$ cat src/rtl/hfmr_pkg.sv
// Shared types, constants and the CRC-16 byte update for the framed message receiver.
package hfmr_pkg;

  localparam int COUNT_BITS = 10;
  localparam int MAXLEN_W   = 10;
  localparam int LIMIT_W    = 8;
  localparam int CMP_W      = (COUNT_BITS > MAXLEN_W) ? COUNT_BITS : MAXLEN_W;
  localparam int BADRUN_W   = 9;

  localparam logic [7:0]  BYTE_FLAG     = 8'h7E;
  localparam logic [7:0]  BYTE_ESC      = 8'h7D;
  localparam logic [7:0]  ESC_XOR       = 8'h20;
  localparam logic [7:0]  PROTO_BYTE    = 8'h45;
  localparam logic [7:0]  DISPATCH_BYTE = 8'h00;
  localparam logic [15:0] CRC_POLY      = 16'h1021;

  localparam logic [MAXLEN_W-1:0] MAXLEN_RESET = MAXLEN_W'(1000);
  localparam logic [LIMIT_W-1:0]  LIMIT_RESET  = LIMIT_W'(100);

  // Byte positions inside a frame.
  localparam int POS_PROTO    = 0;
  localparam int POS_DISPATCH = 1;
  localparam int POS_DEST_HI  = 2;
  localparam int POS_DEST_LO  = 3;
  localparam int POS_SRC_HI   = 4;
  localparam int POS_SRC_LO   = 5;
  localparam int POS_LEN      = 6;
  localparam int POS_GROUP    = 7;
  localparam int POS_TYPE     = 8;
  localparam int POS_PAYLOAD  = 11;  // bytes leave the delay line two positions late
  localparam int MIN_CRC_LEN  = 3;
  localparam int HDR_OVERHEAD = 11;

  localparam int CFG_IDX_W = 1;
  localparam logic [CFG_IDX_W-1:0] CFG_MAX_LEN   = 1'b0;
  localparam logic [CFG_IDX_W-1:0] CFG_BAD_LIMIT = 1'b1;
  localparam int CFG_DATA_W = 10;

  localparam logic KIND_PAYLOAD = 1'b0;
  localparam logic KIND_STATUS  = 1'b1;

  localparam logic [2:0] ST_OK         = 3'd0;
  localparam logic [2:0] ST_BAD_FORMAT = 3'd1;
  localparam logic [2:0] ST_BAD_CRC    = 3'd2;
  localparam logic [2:0] ST_NOT_MSG    = 3'd3;
  localparam logic [2:0] ST_BAD_LEN    = 3'd4;
  localparam logic [2:0] ST_OVERLONG   = 3'd5;
  localparam logic [2:0] ST_TOO_MANY   = 3'd6;

  typedef enum logic [1:0] {
    OP_PLAIN = 2'd0,
    OP_ESCAPED = 2'd1,
    OP_FLAG = 2'd2
  } hfmr_op_t;

  typedef struct packed {
    hfmr_op_t   op;
    logic [7:0] data;
  } hfmr_cmd_t;

  typedef struct packed {
    logic        item_kind;
    logic [7:0]  payload_byte;
    logic [2:0]  frame_status;
    logic [15:0] dest_addr;
    logic [15:0] source_addr;
    logic [7:0]  group_id;
    logic [7:0]  msg_type;
    logic [7:0]  payload_length;
    logic        last;
  } hfmr_result_t;

  function automatic logic [15:0] crc_byte(input logic [15:0] crc, input logic [7:0] b);
    logic [15:0] c;
    c = crc ^ {b, 8'h00};
    for (int i = 0; i < 8; i++) begin
      if (c[15]) begin
        c = {c[14:0], 1'b0} ^ CRC_POLY;
      end else begin
        c = {c[14:0], 1'b0};
      end
    end
    return c;
  endfunction

endpackage

$ cat src/rtl/hfmr_front.sv
// Front end: removes byte stuffing, classifies line bytes and queues them as requests.
module hfmr_front (
  input  logic              clk,
  input  logic              rst_n,
  input  logic              in_push,
  input  logic [7:0]        in_rx_byte,
  output logic              in_full,
  output logic              cmd_valid,
  output hfmr_pkg::hfmr_cmd_t cmd,
  input  logic              cmd_ready
);
  import hfmr_pkg::*;

  localparam int DEPTH = 4;
  localparam int PTR_W = $clog2(DEPTH);

  hfmr_cmd_t        q_r [DEPTH];
  logic [PTR_W-1:0] wptr_r, rptr_r;
  logic [PTR_W:0]   count_r, count_nxt;
  logic             escape_r, escape_nxt;
  logic             enq, deq, take;
  hfmr_cmd_t        enq_cmd;

  assign in_full   = (count_r == (PTR_W+1)'(DEPTH));
  assign take      = in_push && !in_full;
  assign cmd_valid = (count_r != '0);
  assign cmd       = q_r[rptr_r];
  assign deq       = cmd_valid && cmd_ready;

  always_comb begin
    escape_nxt   = escape_r;
    enq          = 1'b0;
    enq_cmd.op   = OP_PLAIN;
    enq_cmd.data = in_rx_byte;
    if (take) begin
      if (escape_r) begin
        escape_nxt   = 1'b0;
        enq          = 1'b1;
        enq_cmd.op   = OP_ESCAPED;
        enq_cmd.data = in_rx_byte ^ ESC_XOR;
      end else if (in_rx_byte == BYTE_ESC) begin
        escape_nxt = 1'b1;
      end else if (in_rx_byte == BYTE_FLAG) begin
        enq        = 1'b1;
        enq_cmd.op = OP_FLAG;
      end else begin
        enq = 1'b1;
      end
    end
  end

  always_comb begin
    count_nxt = count_r;
    if (enq && !deq) begin
      count_nxt = count_r + 1'b1;
    end else if (!enq && deq) begin
      count_nxt = count_r - 1'b1;
    end
  end

  always_ff @(posedge clk) begin
    if (!rst_n) begin
      escape_r <= 1'b0;
      wptr_r   <= '0;
      rptr_r   <= '0;
      count_r  <= '0;
    end else begin
      escape_r <= escape_nxt;
      count_r  <= count_nxt;
      if (enq) begin
        wptr_r <= wptr_r + 1'b1;
      end
      if (deq) begin
        rptr_r <= rptr_r + 1'b1;
      end
    end
  end

  always_ff @(posedge clk) begin
    if (enq) begin
      q_r[wptr_r] <= enq_cmd;
    end
  end

endmodule

$ cat src/rtl/hfmr_back.sv
// Back end: frame assembly, CRC check, header decode, error counting and the result queue.
module hfmr_back (
  input  logic                          clk,
  input  logic                          rst_n,
  input  logic                          cmd_valid,
  input  hfmr_pkg::hfmr_cmd_t           cmd,
  output logic                          cmd_ready,
  input  logic                          cfg_valid,
  input  logic [hfmr_pkg::CFG_IDX_W-1:0]  cfg_index,
  input  logic [hfmr_pkg::CFG_DATA_W-1:0] cfg_data,
  output logic                          res_empty,
  input  logic                          res_pop,
  output hfmr_pkg::hfmr_result_t        res
);
  import hfmr_pkg::*;

  logic [MAXLEN_W-1:0]   max_len_r;
  logic [LIMIT_W-1:0]    limit_r;

  logic [COUNT_BITS-1:0] cnt_r, cnt_nxt;
  logic [15:0]           crc_r, crc_nxt;
  logic [7:0]            d0_r, d0_nxt, d1_r, d1_nxt;
  logic [15:0]           dest_r, dest_nxt, src_r, src_nxt;
  logic [7:0]            len_r, len_nxt, grp_r, grp_nxt, typ_r, typ_nxt;
  logic                  proto_r, proto_nxt, disp_r, disp_nxt;
  // Bad frame run count held biased by one so that reset is zero.
  logic [BADRUN_W-1:0]   badrun_r, badrun_nxt;
  logic                  disc_r, disc_nxt;

  hfmr_result_t          oq_r [2];
  logic                  owptr_r, orptr_r;
  logic [1:0]            ocount_r, ocount_nxt;

  logic                  take, emit;
  hfmr_result_t          r;
  logic [15:0]           crc_a, crc_fin;
  logic [2:0]            st;
  logic                  bad;
  logic [2:0]            bad_code;

  assign cmd_ready = (ocount_r != 2'd2);
  assign take      = cmd_valid && cmd_ready;

  assign crc_a   = crc_byte(crc_r, d1_r);
  assign crc_fin = crc_byte(crc_a, d0_r);

  // End of frame status, before the bad run count is applied.
  always_comb begin
    bad      = 1'b0;
    bad_code = ST_BAD_FORMAT;
    st       = ST_OK;
    if (cnt_r < COUNT_BITS'(MIN_CRC_LEN) || !proto_r) begin
      bad      = 1'b1;
      bad_code = ST_BAD_FORMAT;
    end else if (crc_fin != 16'h0000) begin
      bad      = 1'b1;
      bad_code = ST_BAD_CRC;
    end else if (cnt_r < COUNT_BITS'(HDR_OVERHEAD) || !disp_r) begin
      st = ST_NOT_MSG;
    end else if ({1'b0, cnt_r} != (COUNT_BITS+1)'(len_r) + (COUNT_BITS+1)'(HDR_OVERHEAD)) begin
      st = ST_BAD_LEN;
    end
  end

  always_comb begin
    cnt_nxt    = cnt_r;
    crc_nxt    = crc_r;
    d0_nxt     = d0_r;
    d1_nxt     = d1_r;
    dest_nxt   = dest_r;
    src_nxt    = src_r;
    len_nxt    = len_r;
    grp_nxt    = grp_r;
    typ_nxt    = typ_r;
    proto_nxt  = proto_r;
    disp_nxt   = disp_r;
    badrun_nxt = badrun_r;
    disc_nxt   = disc_r;
    emit       = 1'b0;
    r          = '0;

    if (take && !disc_r) begin
      if (cmd.op == OP_FLAG) begin
        if (cnt_r != '0) begin
          emit        = 1'b1;
          r.item_kind = KIND_STATUS;
          r.last      = 1'b1;
          if (bad) begin
            if (CMP_W'(badrun_r) > CMP_W'(limit_r) || badrun_r > BADRUN_W'(limit_r)) begin
              disc_nxt       = 1'b1;
              r.frame_status = ST_TOO_MANY;
            end else begin
              r.frame_status = bad_code;
            end
            badrun_nxt = badrun_r + 1'b1;
          end else begin
            badrun_nxt     = BADRUN_W'(1);
            r.frame_status = st;
            if (st == ST_OK) begin
              r.dest_addr      = dest_r;
              r.source_addr    = src_r;
              r.group_id       = grp_r;
              r.msg_type       = typ_r;
              r.payload_length = len_r;
            end
          end
          cnt_nxt   = '0;
          crc_nxt   = '0;
          d0_nxt    = '0;
          d1_nxt    = '0;
          dest_nxt  = '0;
          src_nxt   = '0;
          len_nxt   = '0;
          grp_nxt   = '0;
          typ_nxt   = '0;
          proto_nxt = 1'b0;
          disp_nxt  = 1'b0;
        end
      end else if (cmd.op == OP_PLAIN && CMP_W'(cnt_r) > CMP_W'(max_len_r)) begin
        disc_nxt       = 1'b1;
        emit           = 1'b1;
        r.item_kind    = KIND_STATUS;
        r.frame_status = ST_OVERLONG;
        r.last         = 1'b1;
        cnt_nxt        = '0;
        crc_nxt        = '0;
        d0_nxt         = '0;
        d1_nxt         = '0;
        dest_nxt       = '0;
        src_nxt        = '0;
        len_nxt        = '0;
        grp_nxt        = '0;
        typ_nxt        = '0;
        proto_nxt      = 1'b0;
        disp_nxt       = 1'b0;
      end else begin
        case (cnt_r)
          COUNT_BITS'(POS_PROTO):    proto_nxt       = (cmd.data == PROTO_BYTE);
          COUNT_BITS'(POS_DISPATCH): disp_nxt        = (cmd.data == DISPATCH_BYTE);
          COUNT_BITS'(POS_DEST_HI):  dest_nxt[15:8]  = cmd.data;
          COUNT_BITS'(POS_DEST_LO):  dest_nxt[7:0]   = cmd.data;
          COUNT_BITS'(POS_SRC_HI):   src_nxt[15:8]   = cmd.data;
          COUNT_BITS'(POS_SRC_LO):   src_nxt[7:0]    = cmd.data;
          COUNT_BITS'(POS_LEN):      len_nxt         = cmd.data;
          COUNT_BITS'(POS_GROUP):    grp_nxt         = cmd.data;
          COUNT_BITS'(POS_TYPE):     typ_nxt         = cmd.data;
          default: ;
        endcase
        if (cnt_r == COUNT_BITS'(0)) begin
          d0_nxt = cmd.data;
        end else if (cnt_r == COUNT_BITS'(1)) begin
          d1_nxt = cmd.data;
        end else begin
          crc_nxt = crc_byte(crc_r, d0_r);
          d0_nxt  = d1_r;
          d1_nxt  = cmd.data;
          if (cnt_r >= COUNT_BITS'(POS_PAYLOAD)) begin
            emit           = 1'b1;
            r.item_kind    = KIND_PAYLOAD;
            r.payload_byte = d0_r;
          end
        end
        if (cnt_r != '1) begin
          cnt_nxt = cnt_r + 1'b1;
        end
      end
    end
  end

  always_comb begin
    ocount_nxt = ocount_r;
    if (emit && !(res_pop && !res_empty)) begin
      ocount_nxt = ocount_r + 1'b1;
    end else if (!emit && res_pop && !res_empty) begin
      ocount_nxt = ocount_r - 1'b1;
    end
  end

  assign res_empty = (ocount_r == 2'd0);
  assign res       = oq_r[orptr_r];

  always_ff @(posedge clk) begin
    if (!rst_n) begin
      max_len_r <= MAXLEN_RESET;
      limit_r   <= LIMIT_RESET;
      cnt_r     <= '0;
      crc_r     <= '0;
      d0_r      <= '0;
      d1_r      <= '0;
      dest_r    <= '0;
      src_r     <= '0;
      len_r     <= '0;
      grp_r     <= '0;
      typ_r     <= '0;
      proto_r   <= 1'b0;
      disp_r    <= 1'b0;
      badrun_r  <= '0;
      disc_r    <= 1'b0;
      owptr_r   <= 1'b0;
      orptr_r   <= 1'b0;
      ocount_r  <= '0;
    end else begin
      if (cfg_valid) begin
        case (cfg_index)
          CFG_MAX_LEN:   max_len_r <= cfg_data[MAXLEN_W-1:0];
          CFG_BAD_LIMIT: limit_r   <= cfg_data[LIMIT_W-1:0];
          default: ;
        endcase
      end
      cnt_r    <= cnt_nxt;
      crc_r    <= crc_nxt;
      d0_r     <= d0_nxt;
      d1_r     <= d1_nxt;
      dest_r   <= dest_nxt;
      src_r    <= src_nxt;
      len_r    <= len_nxt;
      grp_r    <= grp_nxt;
      typ_r    <= typ_nxt;
      proto_r  <= proto_nxt;
      disp_r   <= disp_nxt;
      badrun_r <= badrun_nxt;
      disc_r   <= disc_nxt;
      ocount_r <= ocount_nxt;
      if (emit) begin
        owptr_r <= ~owptr_r;
      end
      if (res_pop && !res_empty) begin
        orptr_r <= ~orptr_r;
      end
    end
  end

  always_ff @(posedge clk) begin
    if (emit) begin
      oq_r[owptr_r] <= r;
    end
  end

endmodule

$ cat src/rtl/hdlc_framed_message_receiver_core.sv
// Top level of the framed message receiver: front end, request queue and back end.
// Throughput: one line byte per cycle sustained; in_full rises only while results are not popped.
// A byte accepted from the line waits in the front request queue until the back end takes it;
// results are registered in the result queue as bytes are taken, and show on out_ until popped.
// Reset (synchronous, rst_n low) empties both queues, clears frame state and the escape flag,
// restores the register defaults and sets the bad frame run to minus one.
module hdlc_framed_message_receiver_core (
  input  logic                            clk,
  input  logic                            rst_n,
  input  logic                            in_push,
  input  logic [7:0]                      in_rx_byte,
  output logic                            in_full,
  output logic                            out_empty,
  input  logic                            out_pop,
  output logic                            out_item_kind,
  output logic [7:0]                      out_payload_byte,
  output logic [2:0]                      out_frame_status,
  output logic [15:0]                     out_dest_addr,
  output logic [15:0]                     out_source_addr,
  output logic [7:0]                      out_group_id,
  output logic [7:0]                      out_msg_type,
  output logic [7:0]                      out_payload_length,
  output logic                            out_last,
  input  logic                            cfg_valid,
  output logic                            cfg_ready,
  input  logic [hfmr_pkg::CFG_IDX_W-1:0]  cfg_index,
  input  logic [hfmr_pkg::CFG_DATA_W-1:0] cfg_data
);
  import hfmr_pkg::*;

  logic         cmd_valid, cmd_ready;
  hfmr_cmd_t    cmd;
  hfmr_result_t res;

  assign cfg_ready = 1'b1;

  hfmr_front u_front (
    .clk       (clk),
    .rst_n     (rst_n),
    .in_push   (in_push),
    .in_rx_byte(in_rx_byte),
    .in_full   (in_full),
    .cmd_valid (cmd_valid),
    .cmd       (cmd),
    .cmd_ready (cmd_ready)
  );

  hfmr_back u_back (
    .clk      (clk),
    .rst_n    (rst_n),
    .cmd_valid(cmd_valid),
    .cmd      (cmd),
    .cmd_ready(cmd_ready),
    .cfg_valid(cfg_valid),
    .cfg_index(cfg_index),
    .cfg_data (cfg_data),
    .res_empty(out_empty),
    .res_pop  (out_pop),
    .res      (res)
  );

  assign out_item_kind      = res.item_kind;
  assign out_payload_byte   = res.payload_byte;
  assign out_frame_status   = res.frame_status;
  assign out_dest_addr      = res.dest_addr;
  assign out_source_addr    = res.source_addr;
  assign out_group_id       = res.group_id;
  assign out_msg_type       = res.msg_type;
  assign out_payload_length = res.payload_length;
  assign out_last           = res.last;

endmodule

$ cat config.mk
export PLATFORM = sky130hd
export DESIGN_NAME = hdlc_framed_message_receiver_core
export DESIGN_NICKNAME = d
export VERILOG_FILES = /design/src/rtl/hfmr_pkg.sv /design/src/rtl/hfmr_front.sv /design/src/rtl/hfmr_back.sv /design/src/rtl/hdlc_framed_message_receiver_core.sv
export SDC_FILE = /design/constraint.sdc
export NUM_CORES = 1
export LEC_CHECK = 0
export BUFFER_PORTS_ARGS = -buffer_cell sky130_fd_sc_hd__buf_4
export CORE_ASPECT_RATIO = 1.5
export CORE_MARGIN = 3
export CORE_UTILIZATION = 55
export CTS_CLUSTER_DIAMETER = 120
export DETAILED_ROUTE_END_ITERATION = 12
export PLACE_DENSITY = 0.74
export SLEW_MARGIN = 20
export SYNTH_ARGS = -nofsm -noshare
export SYNTH_HDL_FRONTEND = slang
export SYNTH_SLANG_ARGS = --single-unit
$ cat constraint.sdc
create_clock -name clk -period 6.4 [get_ports clk]
set_input_delay 0.32 -clock clk [delete_from_list [all_inputs] [get_ports clk]]
set_output_delay 0.32 -clock clk [all_outputs]
set_load 0.05 [all_outputs]
==> qor.txt, run 1 <==
Status -> finished clean
Largest net degree at the start of global routing -> 70
WP buf/inv -> 1
Main synth FF type -> edfxtp_1
CTS H-tree depth -> 1
Total Wirelength -> 29,340 um
Vias in the first global route -> 9,105
Max-cap violations -> 0
Post-synth top area cell -> edfxtp_1
Die width -> 137.4 um
Worst Hold Class -> input pin to flop
DR vias -> 9,240
CP max stage delay -> 0.73 ns
Mapped Cells -> 1,209
Syn Nets -> 1,263
Starting Density -> 56.24%
CP Max Fanout -> 69
Max Slew Vio Count -> 0
Mean Syn Cell Area -> 11.78 um^2
Ys async rst share -> 0%
Sequential share of the synthesized area -> 57.22%
First-iteration detailed-routing DRC count -> 468
FF+latch count, synth -> 319
Clk root buf -> clkbuf_16
Crit path required time -> 6.57 ns
Area contributors post-synth -> edfxtp_1, dfxtp_1, mux2_2
Slew @ Worst Pin -> 0.9391 ns
Final routed DRC violation total -> 0
TritonCTS buffer count -> 28
Setup TNS -> 0 ns
Pwr Total -> 6833 uW
Clk sinks -> 319
Startpoint types -> flop
Core footprint -> 0.02532 mm^2
DP Wirelength -> 19,920 um
Crit path kind -> flop to flop
Top-area cell type share of the netlist area -> 37.12%
Worst VDD drop -> 295.6 uV
Total GRT Usage -> 21.21%
Cells after DPL -> 1,576
Final period util -> 61.57%
Leading cell type in the layout, fill and taps excluded -> edfxtp_1
Inserted Diodes -> 0
Crit path cell chain -> nor4_1 > nand4_1 > o21a_1 > a21oi_1 > nor2b_4 > buf_4
Final setup fails -> 0
WL/cell -> 17.93 um
Total grt overflow -> 0
Synth unique cells -> 71
Core Rows -> 71
Min cycle time layout -> 3.941 ns
Fin nets -> 1,341
Critical-path top delay cell -> nor4_1
Commonest cells after routing, fill and taps aside -> edfxtp_1, dfxtp_1, nor2_1, nand2_1, buf_4
Clk buf depth -> 3
Clock Latency Late Sink -> 0.55 ns
Cell leakage power -> 0.005919 uW
TritonRoute pass-1 iters -> 5
Layout cells sized above 1 -> 19.17%
Max Freq -> 253.8 MHz
Power density cells -> 423.2 mW/mm^2
RSZ-0062 raised after global routing -> no
Clock-pin slew on the worst setup and hold paths -> 0.07 ns
Delay-heaviest family, CP -> simple AND/OR/NAND/NOR gates
EDFF count, synth -> 176
CP Capture Type -> flop
Final hold violations -> 0
Initial antenna violation count -> 0
Yosys warns -> 0
CTS tree -> yes
Post-Syn Area -> 0.01424 mm^2
Skew final -> 0.01192 ns
Via density -> 5.644
Total die area -> 0.02790 mm^2
Die Y -> 203.1 um
Area Overhead vs Synth -> 13.41%
Slew HR -> 35.77%
Final GP Congestion -> 0.8821
Crit path DAT -> 4.11 ns
Flop2flop setup slack -> 2.46 ns
First-pass GRT wire length -> 46,940 um
# IOs -> 96
Layout Cells excl Fill -> 1,637
Number of I/O port buffers -> 94
Routed Antenna Nets -> 0
==> where the power goes <==
group / switching (uW) / leakage (uW) / internal, uW
sequential: 183 / 0.00276 / 2440
clock: 743 / 0.000463 / 960
combinational: 1620 / 0.00270 / 879
total: 2550 / 0.00592 / 4280
==> routing by layer <==
layer | up-vias | wire length [um] | GRT usage (%)
met5 | - | 0 | 0
met1 | 4447 | 11620 | 25.48
met2 | 233 | 15420 | 38.56
met4 | 0 | 1106 | 7.917
met3 | 73 | 1197 | 2.405
li1 | 4487 | - | -
==> registers in the layout (all words and copies together) (netlist names), 9 cells and up, named ones only <==
| signal | count |
|---|---|
| u_back.max_len_r | 10 |
| u_back.src_r | 16 |
| u_back.cnt_r | 10 |
| u_front.q_r | 40 |
| u_back.dest_r | 16 |
| u_back.badrun_r | 9 |
| u_back.crc_r | 16 |
| u_back.oq_r | 136 |
==> worst reg2reg max path: cells and delay by family (launching register included) <==
family	cells	cell delay, ns
AO/OA/AOI/OAI	2	1.19
buffers and inverters	1	0.41
flip-flops	1	0.39
AND/OR/NAND/NOR	3	1.53
==> final cells by class <==
type / instances / area (um^2)
inverters: 36 / 135.1
well taps: 328 / 410.4
fillers: 1949 / 9170
clock buffers: 38 / 799.5
repair buffers: 109 / 840.8
clock inverters: 14 / 132.6
flip-flops and latches: 319 / 8149
multi-input cells: 793 / 5680
==> synth_stat cells, drive strengths merged (3+ instances only) <==
| cell | count |
|---|---|
| a21o | 3 |
| a31oi | 4 |
| dfxtp | 143 |
| nor2b | 9 |
| mux4 | 10 |
| clkbuf | 36 |
| nor2 | 117 |
| nor3 | 15 |
| o22a | 24 |
| mux2i | 30 |
| nor3b | 4 |
| a41oi | 3 |
| nand2b | 5 |
| o21a | 6 |
| o21ai | 41 |
| inv | 35 |
| mux2 | 76 |
| and2 | 72 |
| o211ai | 12 |
| nand2 | 105 |
| ha | 29 |
| a32oi | 5 |
| nor4 | 11 |
| xnor2 | 56 |
| a22oi | 16 |
| a21oi | 20 |
| and3 | 15 |
| a211oi | 4 |
| nand3 | 16 |
| nand4 | 16 |
| a22o | 9 |
| and4 | 4 |
| xor2 | 28 |
| buf | 25 |
| edfxtp | 176 |
==> per-stage QoR <==
stage / cell area [um^2] / setup slack [ns] / hold WS, ns / utilization, %
3_3_place_gp: 15130 / 2.643 / 0.4445 / 59.74
5_1_grt: 16150 / 2.281 / 0.03402 / 63.78
2_1_floorplan: 14240 / 1.053 / 0.4189 / -
6_report: 16150 / 2.459 / 0.02042 / 63.78
4_1_cts: 16150 / 2.561 / 0.007742 / 63.78
3_5_place_dp: 15130 / 2.583 / 0.4484 / 59.74
==> final timing paths <==
kind / cells after the start / endpoint / startpoint
max: 6 / u_back.oq_r[1][16] / u_back.cnt_r[6]
min: 3 / u_back.max_len_r[9] / cfg_data[9]
max reg2reg: 6 / u_back.oq_r[1][16] / u_back.cnt_r[6]
min reg2reg: 2 / u_back.max_len_r[4] / u_back.max_len_r[4]
==> kinds of logic after synthesis <==
group | count (synthesis) | share of synthesized area (%)
XOR/XNOR | 84 | 5.220
multiplexers | 116 | 9.701
adder cells (fa/ha/maj) | 30 | 2.689
flip-flops | 319 | 57.22
AO/OA/AOI/OAI | 162 | 8.234
other | 1 | 0.02634
buffers and inverters | 97 | 2.988
AND/OR/NAND/NOR | 400 | 13.92
==> what timing repair did <==
item / CTS / global route
hold buffers: 9 / 0
setup buffers: 0 / 0
setup endpoints to repair: 0 / 0
gates resized for setup: 0 / 0
endpoints found under the hold margin: 30 / 0
(Power assumes the default switching activity.)
==> run 2, diff against run 1 <==
--- a/config.mk
+++ b/config.mk
@@ -5,13 +5,14 @@
 export SDC_FILE = /design/constraint.sdc
 export NUM_CORES = 1
 export LEC_CHECK = 0
+export ABC_AREA = 1
 export BUFFER_PORTS_ARGS = -buffer_cell sky130_fd_sc_hd__buf_4
 export CORE_ASPECT_RATIO = 1.5
 export CORE_MARGIN = 3
 export CORE_UTILIZATION = 55
 export CTS_CLUSTER_DIAMETER = 120
 export DETAILED_ROUTE_END_ITERATION = 12
-export PLACE_DENSITY = 0.74
+export PLACE_DENSITY = 0.73
 export SLEW_MARGIN = 20
 export SYNTH_ARGS = -nofsm -noshare
 export SYNTH_HDL_FRONTEND = slang
==> constraint.sdc (replaced) <==
create_clock -name clk -period 3.76 [get_ports clk]
set_input_delay 0.188 -clock clk [delete_from_list [all_inputs] [get_ports clk]]
set_output_delay 0.188 -clock clk [all_outputs]
set_load 0.05 [all_outputs]
==> run 2 against run 1 <==
Net effect:
- setup slack got worse by 1.5 ns
- register-to-register slack got worse by 1.5 ns
- sequential share of layout area fell by 1.5 points
- worst hold slack worse by 0.0014 ns
- largest cell class unchanged
- largest power group is now combinational logic
==> qor.txt, run 2 <==
Most common cell in the netlist -> nand2_1
Starting Density -> 56.03%
Clock-pin slew on the worst setup and hold paths -> 0.07 ns
Top-area cell type share of the netlist area -> 36.35%
Total Wirelength -> 32,280 um
Setup TNS -> 0 ns
Max reg flops -> 136
Initial antenna violation count -> 0
Top cells by count, synth -> nand2_1, nor2_1, edfxtp_1
Final GP Congestion -> 0.9223
TritonRoute pass-1 iters -> 5
Area contributors post-synth -> edfxtp_1, dfxtp_1, nand2_1
Power density cells -> 871.9 mW/mm^2
Synth unique cells -> 48
Status -> finished clean
Total die area -> 0.02846 mm^2
CTS tree -> yes
Max-cap violations -> 0
Place WS -> 0.9717 ns
Startpoint types -> flop
Largest reg by FF count -> u_back.oq_r
RR Endpoint -> u_back.oq_r[0][15]
Worst VDD drop -> 509.0 uV
Routed Antenna Nets -> 0
Mean Syn Cell Area -> 9.685 um^2
Slew HR -> 37.87%
Min cycle time layout -> 2.827 ns
Slew @ Worst Pin -> 0.9286 ns
RSZ-0062 raised after global routing -> no
Clk root buf -> clkbuf_16
Storage element area -> 0.008149 mm^2
DP Wirelength -> 22,070 um
Yosys warns -> 0
Die Y -> 205.1 um
Vias in the first global route -> 10,412
Via density -> 5.387
Area Overhead vs Synth -> 14.45%
First-iteration detailed-routing DRC count -> 733
Multi-input gate area in the final layout -> 0.005637 mm^2
Inserted Diodes -> 0
Number of I/O port buffers -> 94
Final hold violations -> 0
Worst Hold Class -> input pin to flop
WHS Path Cells -> 2
TritonCTS buffer count -> 28
CP Max Fanout -> 36
Total grt overflow -> 0
Syn Nets -> 1,555
Fill count -> 2,095
First-pass GRT wire length -> 52,430 um
CTS H-tree depth -> 1
Cell leakage power -> 0.006463 uW
Post-Syn Area -> 0.01454 mm^2
Core Rows -> 72
Mapped Cells -> 1,501
Ys async rst share -> 0%
Max Slew Vio Count -> 0
Leading cell type in the layout, fill and taps excluded -> nand2_1
Die width -> 138.7 um
Final setup fails -> 0
Postcts setup bufs -> 0
Clk buf depth -> 3
Skew final -> 0.02128 ns
Setup ws final -> 0.9330 ns
Crit path DAT -> 3.10 ns
R2R cell count -> 14
HP Start -> rst_n
Clk sinks -> 319
Crit path kind -> flop to flop
EDFF count, synth -> 176
Post-synth top area cell -> edfxtp_1
Crit path required time -> 4.03 ns
Largest registers -> u_back.oq_r: 136 flops, u_front.q_r: 40 flops
# IOs -> 96
CP Capture Type -> flop
Final period util -> 75.19%
Sequential share of the synthesized area -> 56.05%
Fin nets -> 1,646
Origin of the critical flop-to-flop path -> u_back.crc_r[15]
Worst Hold Endpoint -> u_back.max_len_r[9]
Largest net degree at the start of global routing -> 69
Flop2flop setup slack -> 0.93 ns
DR vias -> 10,489
Commonest cells after routing, fill and taps aside -> nand2_1, nor2_1, edfxtp_1, dfxtp_1, inv_1
Max Freq -> 353.7 MHz
Layout cells sized above 1 -> 15.74%
Post-CTS sizing -> 0
Clock Latency Late Sink -> 0.55 ns
Core footprint -> 0.02594 mm^2
WL/cell -> 16.58 um
Main synth FF type -> edfxtp_1
FF+latch count, synth -> 319
Total GRT Usage -> 22.47%
Final routed DRC violation total -> 0
==> run 2: changes by cell type in the layout (fill, tap and decap cells not counted), moves of 15 or more <==
cell / previous run / this run
and2_1: 72 / 0
a211oi_1: 4 / 52
o21ai_0: 35 / 52
o22a_1: 24 / 0
inv_1: 35 / 107
a21oi_1: 19 / 74
mux2i_1: 30 / 0
nand3_1: 16 / 47
xnor2_1: 55 / 30
nor2_1: 116 / 201
nand2_1: 105 / 321
and3_1: 15 / 0
a22oi_1: 16 / 1
==> run 2: layer usage <==
layer | share of wire, % | wire (um) | GRT usage [%] | vias up
met5 | 0 | 0 | 0 | -
met4 | 4.3 | 1379 | 9.825 | 0
met3 | 4.5 | 1467 | 2.452 | 80
met2 | 50 | 16230 | 40.82 | 265
met1 | 41 | 13200 | 27.02 | 4909
li1 | - | - | - | 5235
==> run 2: report_power, final <==
part | switching, uW | internal [uW] | leakage [uW]
Clock | 1230 | 1740 | 0.000471
Sequential | 524 | 4560 | 0.00278
Combinational | 4400 | 2040 | 0.00322
Total | 6160 | 8350 | 0.00646
==> run 2: cell type report <==
| class | instances | share of cell area, % |
|---|---|---|
| clock buffers | 37 | 4.723 |
| clock inverters | 15 | 1.030 |
| inverters | 116 | 2.632 |
| multi-input cells | 1003 | 33.88 |
| flip-flops and latches | 319 | 48.98 |
| well taps | 333 | 2.504 |
| repair buffers | 124 | 6.257 |
==> run 2: critical path, stage by stage, from the launching register on <==
cell,delay (ns)
dfxtp_1,0.46
inv_2,0.06
nand2_1,0.06
nand2_1,0.09
nand2_1,0.14
nand2_1,0.13
nand2_1,0.10
nand2_1,0.07
nor2_1,0.11
nand2_1,0.07
nor2_2,0.15
nand2_2,0.17
a21oi_4,0.54
buf_12,0.28
nor2_1,0.10
==> run 2: worst max-delay path by stage <==
stage | from | end | slack (ns) | cells after the start
CTS | u_back.crc_r[15] | u_back.oq_r[0][15] | 0.92 | 14
detailed placement | u_back.crc_r[15] | u_back.oq_r[0][27] | 0.97 | 14
finish | u_back.crc_r[15] | u_back.oq_r[0][15] | 0.93 | 14
global route | u_back.crc_r[15] | u_back.oq_r[0][11] | 0.69 | 14
floorplan | u_back.cnt_r[9] | u_back.oq_r[1][0] | 0.38 | 12
global placement | u_back.crc_r[15] | u_back.oq_r[0][30] | 0.98 | 14
==> run 2: per-stage QoR <==
stage	hold slack, ns	instances	power [uW]	cell area, um^2	utilization [%]
6_report	0.01900	1947	14510	16640	64.13
5_1_grt	0.01455	1947	15410	16640	64.13
4_1_cts	0.0009750	1947	14550	16640	64.13
3_5_place_dp	0.4030	1876	11540	15490	59.71
3_3_place_gp	0.3999	1876	11440	15490	59.71
2_1_floorplan	0.2869	1501	9863	14550	-
==> run 2: cell families after synthesis <==
| family | Yosys count | share of synthesized area [%] |
|---|---|---|
| adder cells (fa/ha/maj) | 30 | 2.634 |
| other | 1 | 0.02580 |
| AO/OA/AOI/OAI | 211 | 8.873 |
| AND/OR/NAND/NOR | 636 | 18.35 |
| multiplexers | 68 | 5.267 |
| XOR/XNOR | 57 | 3.434 |
| buffers and inverters | 179 | 5.371 |
| flip-flops | 319 | 56.05 |
==> run 2: what timing repair did <==
| action | CTS | global route |
|---|---|---|
| hold endpoints to repair | 46 | 0 |
| hold buffers | 19 | 0 |
| setup endpoints to repair | 0 | 0 |
